==> src/rtl/smft_pkg.sv <==
`timescale 1ns / 1ps
`default_nettype none
// ----------------------------------------------------------------------------
// smft_pkg
// Shared constants, result codes and controller/datapath handshake types
// for the sorted multiset floor-take unit.
// ----------------------------------------------------------------------------
package smft_pkg;

   // default number of entries the store can hold
   localparam int SMFT_CAPACITY = 64;

   // item actions
   localparam logic ACT_INSERT = 1'b0;
   localparam logic ACT_QUERY  = 1'b1;

   // result status codes
   localparam logic [1:0] ST_INSERTED = 2'd0;
   localparam logic [1:0] ST_DROPPED  = 2'd1;
   localparam logic [1:0] ST_TAKEN    = 2'd2;
   localparam logic [1:0] ST_NONE     = 2'd3;

   // commands from controller to datapath
   typedef struct packed {
      logic load_item;     // capture item, start search window
      logic search_issue;  // read the midpoint entry
      logic search_cmp;    // narrow the window with the read entry
      logic note_result;   // latch the status of this item
      logic shift_init;    // set the shift pointer
      logic shift_rd;      // read the neighbor of the shift pointer
      logic shift_wr;      // move that neighbor into the pointer slot
      logic put;           // write the inserted value, bump count
      logic del_finish;    // drop the count after a take
      logic load_rsp;      // load the output register
   } dp_cmd_type;

   // status from datapath to controller
   typedef struct packed {
      logic is_query;
      logic full;
      logic search_done;
      logic found;
      logic shift_done;
      logic rsp_free;
   } dp_stat_type;

endpackage
`default_nettype wire

==> src/rtl/smft_if.sv <==
`timescale 1ns / 1ps
`default_nettype none
// ----------------------------------------------------------------------------
// smft_if
// Valid/ready channels for request items and result items.
// ----------------------------------------------------------------------------
interface smft_req_if;
   logic        valid;
   logic        ready;
   logic        action;
   logic [31:0] value;

   modport source (output valid, output action, output value, input ready);
   modport sink   (input valid, input action, input value, output ready);
endinterface

interface smft_rsp_if;
   logic        valid;
   logic        ready;
   logic [1:0]  status;
   logic [31:0] taken_value;

   modport source (output valid, output status, output taken_value, input ready);
   modport sink   (input valid, input status, input taken_value, output ready);
endinterface
`default_nettype wire

==> src/rtl/smft_ctrl.sv <==
`timescale 1ns / 1ps
`default_nettype none
// ----------------------------------------------------------------------------
// smft_ctrl
// Sequencer: binary search over the store, then an entry-by-entry shift (read,
// then write) to open or close a gap, then result hand-off.
// ----------------------------------------------------------------------------
module smft_ctrl (
   input  logic                 clock,
   input  logic                 reset,
   input  logic                 req_valid,
   output logic                 req_ready,
   input  smft_pkg::dp_stat_type stat,
   output smft_pkg::dp_cmd_type  cmd
);
   import smft_pkg::*;

   typedef enum logic [6:0] {
      S_IDLE      = 7'b0000001,
      S_SRCH_ADDR = 7'b0000010,
      S_SRCH_CMP  = 7'b0000100,
      S_SHF_RD    = 7'b0001000,
      S_SHF_WR    = 7'b0010000,
      S_PUT       = 7'b0100000,
      S_FINISH    = 7'b1000000
   } state_type;

   state_type state_ff;
   state_type state_in;

   assign req_ready = (state_ff == S_IDLE);

   // next state and commands
   always_comb begin
      state_in = state_ff;
      cmd      = '0;
      unique case (state_ff)
         S_IDLE: begin
            if (req_valid) begin
               cmd.load_item = 1'b1;
               state_in      = S_SRCH_ADDR;
            end
         end
         S_SRCH_ADDR: begin
            priority if (!stat.is_query && stat.full) begin
               cmd.note_result = 1'b1;
               state_in        = S_FINISH;
            end else if (stat.search_done) begin
               cmd.note_result = 1'b1;
               if (stat.is_query && !stat.found) begin
                  state_in = S_FINISH;
               end else begin
                  cmd.shift_init = 1'b1;
                  state_in       = S_SHF_RD;
               end
            end else begin
               cmd.search_issue = 1'b1;
               state_in         = S_SRCH_CMP;
            end
         end
         S_SRCH_CMP: begin
            cmd.search_cmp = 1'b1;
            state_in       = S_SRCH_ADDR;
         end
         S_SHF_RD: begin
            if (stat.shift_done) begin
               if (stat.is_query) begin
                  cmd.del_finish = 1'b1;
                  state_in       = S_FINISH;
               end else begin
                  state_in = S_PUT;
               end
            end else begin
               cmd.shift_rd = 1'b1;
               state_in     = S_SHF_WR;
            end
         end
         S_SHF_WR: begin
            cmd.shift_wr = 1'b1;
            state_in     = S_SHF_RD;
         end
         S_PUT: begin
            cmd.put  = 1'b1;
            state_in = S_FINISH;
         end
         S_FINISH: begin
            if (stat.rsp_free) begin
               cmd.load_rsp = 1'b1;
               state_in     = S_IDLE;
            end
         end
         default: begin
            state_in = S_IDLE;
         end
      endcase
   end

   // state register
   always_ff @(posedge clock) begin
      if (reset) begin
         state_ff <= S_IDLE;
      end else begin
         state_ff <= state_in;
      end
   end

endmodule
`default_nettype wire

==> src/rtl/smft_datapath.sv <==
`timescale 1ns / 1ps
`default_nettype none
// ----------------------------------------------------------------------------
// smft_datapath
// Entry memory, search window, shift pointer, item and result registers.
// ----------------------------------------------------------------------------
module smft_datapath #(
   parameter int CAPACITY = smft_pkg::SMFT_CAPACITY
) (
   input  logic                 clock,
   input  logic                 reset,
   input  smft_pkg::dp_cmd_type  cmd,
   output smft_pkg::dp_stat_type stat,
   input  logic                 req_action,
   input  logic [31:0]          req_value,
   input  logic                 rsp_ready,
   output logic                 rsp_valid,
   output logic [1:0]           rsp_status,
   output logic [31:0]          rsp_taken_value
);
   import smft_pkg::*;

   localparam int AW = $clog2(CAPACITY);
   localparam int CW = $clog2(CAPACITY + 1);

   // entry memory, ascending in slots 0 .. count-1
   logic [31:0]   entry_store [CAPACITY];
   logic [31:0]   rd_data_ff;
   logic          mem_we;
   logic          mem_re;
   logic [AW-1:0] wr_addr;
   logic [AW-1:0] rd_addr;
   logic [31:0]   wr_data;

   logic [CW-1:0] count_ff, count_in;
   logic [CW-1:0] lo_ff, lo_in;
   logic [CW-1:0] hi_ff, hi_in;
   logic [CW-1:0] mid_ff, mid_in;
   logic [AW-1:0] ptr_ff, ptr_in;
   logic          action_ff, action_in;
   logic [31:0]   value_ff, value_in;
   logic [31:0]   taken_ff, taken_in;
   logic [1:0]    status_ff, status_in;
   logic          rsp_valid_ff, rsp_valid_in;
   logic [1:0]    rsp_status_ff, rsp_status_in;
   logic [31:0]   rsp_taken_ff, rsp_taken_in;

   logic [CW:0]   mid_sum;
   logic [CW-1:0] lo_m1;
   logic [CW-1:0] ptr_p1;
   logic          is_query;
   logic          full;
   logic          found;

   assign is_query = (action_ff == ACT_QUERY);
   assign full     = (count_ff == CW'(CAPACITY));
   assign found    = (lo_ff != '0);
   assign mid_sum  = {1'b0, lo_ff} + {1'b0, hi_ff};
   assign lo_m1    = lo_ff - CW'(1);
   assign ptr_p1   = CW'(ptr_ff) + CW'(1);

   // status to controller
   always_comb begin
      stat.is_query    = is_query;
      stat.full        = full;
      stat.search_done = (lo_ff >= hi_ff);
      stat.found       = found;
      stat.shift_done  = is_query ? (ptr_p1 == count_ff) : (CW'(ptr_ff) == lo_ff);
      stat.rsp_free    = !rsp_valid_ff || rsp_ready;
   end

   // memory port control
   always_comb begin
      mem_we  = cmd.shift_wr || cmd.put;
      mem_re  = cmd.search_issue || cmd.shift_rd;
      wr_addr = cmd.put ? lo_ff[AW-1:0] : ptr_ff;
      wr_data = cmd.put ? value_ff : rd_data_ff;
      if (cmd.shift_rd) begin
         rd_addr = is_query ? (ptr_ff + AW'(1)) : (ptr_ff - AW'(1));
      end else begin
         rd_addr = mid_in[AW-1:0];
      end
   end

   always_ff @(posedge clock) begin
      if (mem_we) begin
         entry_store[wr_addr] <= wr_data;
      end
      if (mem_re) begin
         rd_data_ff <= entry_store[rd_addr];
      end
   end

   // search window, shift pointer and item registers
   always_comb begin
      count_in  = count_ff;
      lo_in     = lo_ff;
      hi_in     = hi_ff;
      mid_in    = mid_sum[CW:1];
      ptr_in    = ptr_ff;
      action_in = action_ff;
      value_in  = value_ff;
      taken_in  = taken_ff;
      status_in = status_ff;
      if (cmd.load_item) begin
         action_in = req_action;
         value_in  = req_value;
         lo_in     = '0;
         hi_in     = count_ff;
      end
      if (cmd.search_cmp) begin
         if (rd_data_ff <= value_ff) begin
            lo_in    = mid_ff + CW'(1);
            taken_in = rd_data_ff;
         end else begin
            hi_in = mid_ff;
         end
      end
      if (cmd.note_result) begin
         if (is_query) begin
            status_in = found ? ST_TAKEN : ST_NONE;
         end else begin
            status_in = full ? ST_DROPPED : ST_INSERTED;
         end
      end
      if (cmd.shift_init) begin
         ptr_in = is_query ? lo_m1[AW-1:0] : count_ff[AW-1:0];
      end
      if (cmd.shift_wr) begin
         ptr_in = is_query ? (ptr_ff + AW'(1)) : (ptr_ff - AW'(1));
      end
      if (cmd.put) begin
         count_in = count_ff + CW'(1);
      end
      if (cmd.del_finish) begin
         count_in = count_ff - CW'(1);
      end
   end

   // output register
   always_comb begin
      rsp_valid_in  = rsp_valid_ff && !rsp_ready;
      rsp_status_in = rsp_status_ff;
      rsp_taken_in  = rsp_taken_ff;
      if (cmd.load_rsp) begin
         rsp_valid_in  = 1'b1;
         rsp_status_in = status_ff;
         rsp_taken_in  = (status_ff == ST_TAKEN) ? taken_ff : 32'd0;
      end
   end

   // control registers
   always_ff @(posedge clock) begin
      if (reset) begin
         count_ff     <= '0;
         rsp_valid_ff <= 1'b0;
      end else begin
         count_ff     <= count_in;
         rsp_valid_ff <= rsp_valid_in;
      end
   end

   // payload registers
   always_ff @(posedge clock) begin
      lo_ff         <= lo_in;
      hi_ff         <= hi_in;
      ptr_ff        <= ptr_in;
      action_ff     <= action_in;
      value_ff      <= value_in;
      taken_ff      <= taken_in;
      status_ff     <= status_in;
      rsp_status_ff <= rsp_status_in;
      rsp_taken_ff  <= rsp_taken_in;
      if (cmd.search_issue) begin
         mid_ff <= mid_in;
      end
   end

   assign rsp_valid       = rsp_valid_ff;
   assign rsp_status      = rsp_status_ff;
   assign rsp_taken_value = rsp_taken_ff;

endmodule
`default_nettype wire

==> src/rtl/sorted_multiset_floor_take_unit.sv <==
`timescale 1ns / 1ps
`default_nettype none
// Flow: a dropped insert skips the search and the shift; a query that finds nothing
//   skips the shift; a take or an insert searches, then shifts the entries for the
//   gap, and an insert then writes its value.
// Throughput: one item at a time; the next request transfer is taken once the result
//   is in the output register, even while that result waits on the sink.
// Reset: synchronous active high; empties the store (count cleared), no memory sweep.
// ----------------------------------------------------------------------------
// sorted_multiset_floor_take_unit
// Ordered multiset with insert and floor-take (remove largest value <= limit).
// ----------------------------------------------------------------------------
module sorted_multiset_floor_take_unit #(
   parameter int CAPACITY = smft_pkg::SMFT_CAPACITY
) (
   input  logic       clock,
   input  logic       reset,
   smft_req_if.sink   req_ch,
   smft_rsp_if.source rsp_ch
);
   import smft_pkg::*;

   dp_cmd_type  cmd;
   dp_stat_type stat;

   // sequencer
   smft_ctrl u_ctrl (
      .clock     (clock),
      .reset     (reset),
      .req_valid (req_ch.valid),
      .req_ready (req_ch.ready),
      .stat      (stat),
      .cmd       (cmd)
   );

   // store and result datapath
   smft_datapath #(
      .CAPACITY (CAPACITY)
   ) u_datapath (
      .clock           (clock),
      .reset           (reset),
      .cmd             (cmd),
      .stat            (stat),
      .req_action      (req_ch.action),
      .req_value       (req_ch.value),
      .rsp_ready       (rsp_ch.ready),
      .rsp_valid       (rsp_ch.valid),
      .rsp_status      (rsp_ch.status),
      .rsp_taken_value (rsp_ch.taken_value)
   );

   // a request transfer always starts the sequencer
   a_req_loads: assert property (@(posedge clock) disable iff (reset)
      (req_ch.valid && req_ch.ready) |-> cmd.load_item)
      else $error("request transfer without item load");

   // the output register is never overwritten while a result is pending
   a_rsp_no_overwrite: assert property (@(posedge clock) disable iff (reset)
      cmd.load_rsp |-> (!rsp_ch.valid || rsp_ch.ready))
      else $error("result loaded over a pending result");

   // only a taken query carries a value
   a_taken_zero: assert property (@(posedge clock) disable iff (reset)
      (rsp_ch.valid && (rsp_ch.status != ST_TAKEN)) |-> (rsp_ch.taken_value == 32'd0))
      else $error("nonzero taken value on a result that took nothing");

   // a new item only loads after the previous result was handed to the output
   a_load_after_rsp: assert property (@(posedge clock) disable iff (reset)
      cmd.load_rsp |=> req_ch.ready)
      else $error("sequencer not ready after result load");

endmodule
`default_nettype wire

==> src/flat_wrapper.sv <==
// flat-port wrapper written by rule: the top's interface ports become plain ports
module sorted_multiset_floor_take_unit_flat import smft_pkg::*;
#(
   parameter int CAPACITY = smft_pkg::SMFT_CAPACITY
)
  (clock, reset, req_ch_valid, req_ch_action, req_ch_value, req_ch_ready, rsp_ch_valid, rsp_ch_status, rsp_ch_taken_value, rsp_ch_ready);
  smft_req_if req_ch_i ();
  smft_rsp_if rsp_ch_i ();
  input  logic clock;
  input  logic reset;
  input wire logic [$bits(req_ch_i.valid)-1:0] req_ch_valid;
  input wire logic [$bits(req_ch_i.action)-1:0] req_ch_action;
  input wire logic [$bits(req_ch_i.value)-1:0] req_ch_value;
  output wire logic [$bits(req_ch_i.ready)-1:0] req_ch_ready;
  output wire logic [$bits(rsp_ch_i.valid)-1:0] rsp_ch_valid;
  output wire logic [$bits(rsp_ch_i.status)-1:0] rsp_ch_status;
  output wire logic [$bits(rsp_ch_i.taken_value)-1:0] rsp_ch_taken_value;
  input wire logic [$bits(rsp_ch_i.ready)-1:0] rsp_ch_ready;
  assign req_ch_i.valid = req_ch_valid;
  assign req_ch_i.action = req_ch_action;
  assign req_ch_i.value = req_ch_value;
  assign req_ch_ready = req_ch_i.ready;
  assign rsp_ch_valid = rsp_ch_i.valid;
  assign rsp_ch_status = rsp_ch_i.status;
  assign rsp_ch_taken_value = rsp_ch_i.taken_value;
  assign rsp_ch_i.ready = rsp_ch_ready;
  sorted_multiset_floor_take_unit #(.CAPACITY(CAPACITY)) u_core (.clock(clock), .reset(reset), .req_ch(req_ch_i), .rsp_ch(rsp_ch_i));
endmodule
==> config.mk <==
export PLATFORM = sky130hd
export DESIGN_NAME = sorted_multiset_floor_take_unit_flat
export DESIGN_NICKNAME = d
export VERILOG_FILES = /design/src/rtl/smft_pkg.sv /design/src/rtl/smft_if.sv /design/src/rtl/smft_ctrl.sv /design/src/rtl/smft_datapath.sv /design/src/rtl/sorted_multiset_floor_take_unit.sv /design/src/flat_wrapper.sv
export SDC_FILE = /design/constraint.sdc
export NUM_CORES = 2
export LEC_CHECK = 0
export BUFFER_PORTS_ARGS = -buffer_cell sky130_fd_sc_hd__buf_2
export CORE_ASPECT_RATIO = 2
export CORE_MARGIN = 1.5
export CORE_UTILIZATION = 30
export DETAILED_ROUTE_END_ITERATION = 6
export GPL_TIMING_DRIVEN = 0
export PLACE_DENSITY = 0.45
export SLEW_MARGIN = 25
export SYNTH_ARGS = -nofsm -noshare
export SYNTH_HDL_FRONTEND = slang
export SYNTH_HIERARCHICAL = 1
export SYNTH_SLANG_ARGS = --single-unit
export TNS_END_PERCENT = 100
==> constraint.sdc <==
create_clock -name clock -period 4.7 [get_ports clock]
set_input_delay 0.47 -clock clock [delete_from_list [all_inputs] [get_ports clock]]
set_output_delay 0.47 -clock clock [all_outputs]
set_load 0.01 [all_outputs]
# Yosys cells after proc, flatten, opt, wreduce, memory -nomap -nowiden
# Memories as Yosys holds them, arrays and structs flattened. A register that Yosys moved wholly into a read port is not among the register bits.
# Index checks and enable logic that the tools add are counted.
# totals
ff_bits	143
ramBits	2048
inputBits	37
output_inout_bits	36
elab_cells	102
n_memories	1
# memory_table
memory	words	width	rd	rd_clocked_by_memory_dff	write_ports	line	rtl
u_core.u_datapath.entry_store	64	32	1	1	1	smft_datapath.sv:27	logic [31:0] entry_store [CAPACITY];
# classes
add_sub_neg	8
order_cmp	2
n_eq_ne	13
mux	50
reduce_logical	15
# op_table
op	count
two-way mux 7 bit	15
one-hot mux 7 bit (7 select lines)	1
two-way mux 6 bit	6
<= comparator 32 bit	1
two-way mux 32 bit	1
two-way mux 1 bit	24
adder 7 x 1 -> 7 bit, second input constant	2
== test 7 bit, second input constant	2
subtractor 6 x 1 -> 6 bit, second input constant	2
adder 7 x 7 -> 8 bit	1
adder 6 x 1 -> 7 bit, second input constant	1
== test 6 x 7 -> 1 bit	1
== test 7 x 1 -> 1 bit, second input constant	1
== test 7 x 2 -> 1 bit, second input constant	1
== test 7 x 3 -> 1 bit, second input constant	1
== test 7 x 4 -> 1 bit, second input constant	1
== test 7 x 5 -> 1 bit, second input constant	1
== test 7 x 6 -> 1 bit, second input constant	1
== test 7 bit	1
>= comparator 7 bit	1
nonzero test 7 bit	1
subtractor 7 x 1 -> 7 bit, second input constant	1
adder 6 x 1 -> 6 bit, second input constant	1
two-way mux 2 bit	3
8 further kinds	17

# Logic depth before layout (Yosys ltp)
# logic_depth
word_depth	9
ltp_mapped	20
depth_no_buf	19

# By module
# Netlist, hierarchy kept.
# modules_own_cells
module	instances	cells_each	area_per_inst_um2	seq_area_each_um2
smft_datapath	1	4906	87864.3	66323.6
smft_ctrl	1	57	450.4	140.1

# Worst setup path after synthesis
# No wires, ideal clock.
# synth_path
kind	register to register
startpoint	register u_core.u_ctrl.state_ff[1]
endpoint	memory u_core.u_datapath.entry_store[0][0] (data pin)
setup_time_ps	702
arrival_ps	3833
required_ps	3998
path_slack_ps	165
path_stages_with_launch	7
n_path_buf	2
period_less_slack_ps	4535
path_cell_list	dfxtp_1 nor2_1 and3b_2 and2_1 clkbuf_1 buf_1 o21ai_0
# synth_lines
element	line	rtl
start, declared	smft_ctrl.sv:28	state_type state_ff;
start signal, assigned	smft_ctrl.sv:103	state_ff <= state_in;
end, declared	smft_datapath.sv:27	

==> results.cfg <==
[routing]
viasPerCell = 4.990
routedWlPerCell_um = 31.90
via_count = 48570
drt_iter0_markers = 4057
ant_nets = 0
drc_errors = 0
wl_um = 310500
drt_pass1_iterations = 5

[final_layout]
drive_above_1_share = 0.3024
fin_cells = 9732
multiInputGateArea_sq_um = 23800
final_net_count = 5700
layout_commonest_cell = edfxtp_1
regArea_sq_um = 66460
area_growth_pct = 24.60
final_cell_mix = 2194 x edfxtp_1, 651 x nand2_1, 387 x mux4_2
n_fill_cell = 26970
post-route-util = 0.3757

[global_routing]
antenna_found_initial = 32
grt_pass1_vias = 50370
grt_util_all_layers = 0.2059
grt_max_degree = 65
gr-total-overflow = 0
grt_pass1_wl_um = 420300

[floorplanning]
io_pins = 73
die_x_um = 386.7
rows = 281
die_area_sq_um = 297800
die_y_um = 770.3
initial_core_util = 0.3015
core_sq_um = 292900

[pwr]
power_density_nw_per_um2 = 341.4
power.total_w = 0.03756
p_leak_nw = 35.61
vdd_drop_max_v = 0.0002554

[critical_path]
worstSetupEndpointType = register
crit_type = reg -> reg
worstSetupStartpointType = register
worstPathRequired_ns = 5.31
crit_path_max_fanout = 10
r2r_cells = 19
arrival_ns = 5.44

[yosys]
ys_seq_area_frac = 0.7526
synth_area_leader_cell = edfxtp_1
ys_types = 69
synth_area_sq_um = 88310
syn_inst = 4963
synth_top_flop_cell = edfxtp_1
yosys.area.top_type_share = 0.7460
ys_ff_latch = 2223
synthArstFlopShare = 0
avgSynthCellArea_sq_um = 17.79
synth_edf_count = 2194
ys_warn_count = 6
syn_nets = 5061
synth_area_leaders = edfxtp_1 75%, mux4_2 9.9%, nand2_1 2.9%

[hold_path]
min_path_type = in -> reg
holdPathStages = 2

[outcome]
outcome = finished with violations
violations = setup timing

[timing]
clock.fmax_mhz = 207.1
fin_skew_ns = 0.04210
tightest_slew_ns = 1.042
slew_headroom = 0.2854
fin_setup_tns_ns = -0.5252
fin_crit_sh = 1.027
drv_slew = 0
finalHoldViolations = 0
rsz0062_at_grt = yes
fin_crit_ns = 4.828
setup_viol = 15
setup_ws_ns = -0.1278

[cts]
cts_htree_levels = 4
cts_sinks = 2223
cts_tree = built
clk_pin_slew_ns = 0.07
cts_root_buffer = clkbuf_16
clock_latency_ns = 0.89
cts-buffers-inserted = 196
cts_buffer_depth = 4

[run]
drv_cap = 0

[placement]
io_buffers = 72
dp_hpwl_um = 220200
gp_congestion = 0.9282
dp.cells = 9005
==> layout make-up <==
cell class | count | area share
antenna | 165 | 0.003752
tap | 3820 | 0.04344
clock inverter | 95 | 0.006538
buffer | 278 | 0.02257
timing repair buffer | 443 | 0.05385
sequential | 2223 | 0.6040
clock buffer | 248 | 0.04720
inverter | 63 | 0.002297
multi-input combinational | 2397 | 0.2163
==> state kept, by name, indices dropped and copies added, names as in the netlist <==
name                               cells
u_core/u_datapath/entry_store       2048
u_core/u_datapath/rd_data_ff          32
u_core/u_datapath/rsp_taken_value     32
u_core/u_datapath/taken_ff            32
u_core/u_datapath/value_ff            32
u_core/u_ctrl/state_ff                 7
u_core/u_datapath/count_ff             7
u_core/u_datapath/hi_ff                7
u_core/u_datapath/lo_ff                7
u_core/u_datapath/mid_ff               7
u_core/u_datapath/ptr_ff               6
u_core/u_datapath/rsp_status           2
u_core/u_datapath/status_ff            2
u_core/u_datapath/action_ff            1
u_core/u_datapath/rsp_valid            1
==> where the power goes <==
| group | switching [W] | internal (W) |
|---|---|---|
| clock | 0.00739 | 0.00839 |
| sequential | 0.0000212 | 0.0215 |
| combinational | 0.000173 | 0.000117 |
==> repair_timing <==
| item | 4_1_cts | 5_1_grt |
|---|---|---|
| setup endpoints to repair | 804 | 488 |
| pin swaps | 76 | 68 |
| hold buffers | 36 | 0 |
| setup buffers | 75 | 98 |
| hold endpoints to repair | 40 | 0 |
| resized for setup | 680 | 171 |
| cloned | 8 | 4 |
==> cells in the mapped netlist (7+ instances only) <==
library cell and count:
or4_1 35, mux2_2 42, o31ai_1 35, edfxtp_1 2194, nor2b_1 7, clkbuf_1 119
inv_1 61, and3_1 35, a211oi_2 30, mux2i_1 119, nand4_1 11, o221ai_1 31
nand3_1 75, dfxtp_1 29, a21o_1 22, and2_1 35, a21oi_1 276, buf_4 17
nand2_1 680, a211oi_1 35, xor2_1 18, buf_2 123, nor2_1 196, nor3_1 102
buf_1 12, buf_6 9, xnor2_1 21, a21boi_0 33, o21ai_0 32, nand2b_1 15
ha_1 58, mux4_2 387
==> cell families (layout without fill, tap and decap cells) <==
group	after synthesis	count (layout)	share of synthesized area
DFF	2223	2223	0.7526
and+or+nand+nor	1231	1231	0.06144
muxes	548	548	0.1175
AOI/OAI and AO/OA	518	518	0.03787
buffers and inverters	343	1127	0.01781
adders and majority gates	61	61	0.008897
xor gates and xnor gates	39	39	0.003868
other	0	165	0
==> final timing paths <==
kind	endpoint	slack (ns)	start
setup / recovery	u_core/u_datapath/rd_data_ff[11]	-0.13	u_core/u_datapath/ptr_ff[0]
hold / removal	u_core/u_datapath/value_ff[11]	0.32	req_ch_value[11]
hold reg to reg	u_core/u_datapath/rsp_status[1]	0.46	u_core/u_datapath/status_ff[1]
setup reg to reg	u_core/u_datapath/rd_data_ff[11]	-0.13	u_core/u_datapath/ptr_ff[0]
==> critical path: stages (launching register included) <==
cell	delay, ns
edfxtp_1	0.45
ha_4	0.21
nand3_4	0.09
mux2i_2	0.22
nor2_2	0.07
a2111oi_4	0.40
a41o_1	0.19
buf_6	0.11
nor2_4	0.05
buf_6	0.15
o21ai_4	0.18
buf_8	0.16
buf_12	0.11
buf_12	0.09
buf_4	0.24
mux4_2	0.56
and3_1	0.23
a211oi_4	0.75
or4_1	0.25
a211oi_2	0.05
==> per-stage QoR <==
stage	setup WS (ns)	hold WS [ns]	cell area (sq um)
5_1_grt	-0.2144	0.3070	110000
4_1_cts	-0.07861	0.2700	107900
3_3_place_gp	-6.216	0.4360	93450
2_1_floorplan	0.1648	0.4180	88310
3_5_place_dp	-3.056	0.4471	97840
6_report	-0.1278	0.3154	110000
==> layer usage <==
| metal | track usage | up-vias | routed length (um) |
|---|---|---|---|
| met5 | 0 | - | 13 |
| met4 | 0.1731 | 2 | 30950 |
| met3 | 0.02359 | 578 | 12750 |
| met2 | 0.3928 | 1440 | 169900 |
| met1 | 0.1951 | 25610 | 96870 |
| li1 | - | 20940 | - |
Power figures use the tool's default switching activity.
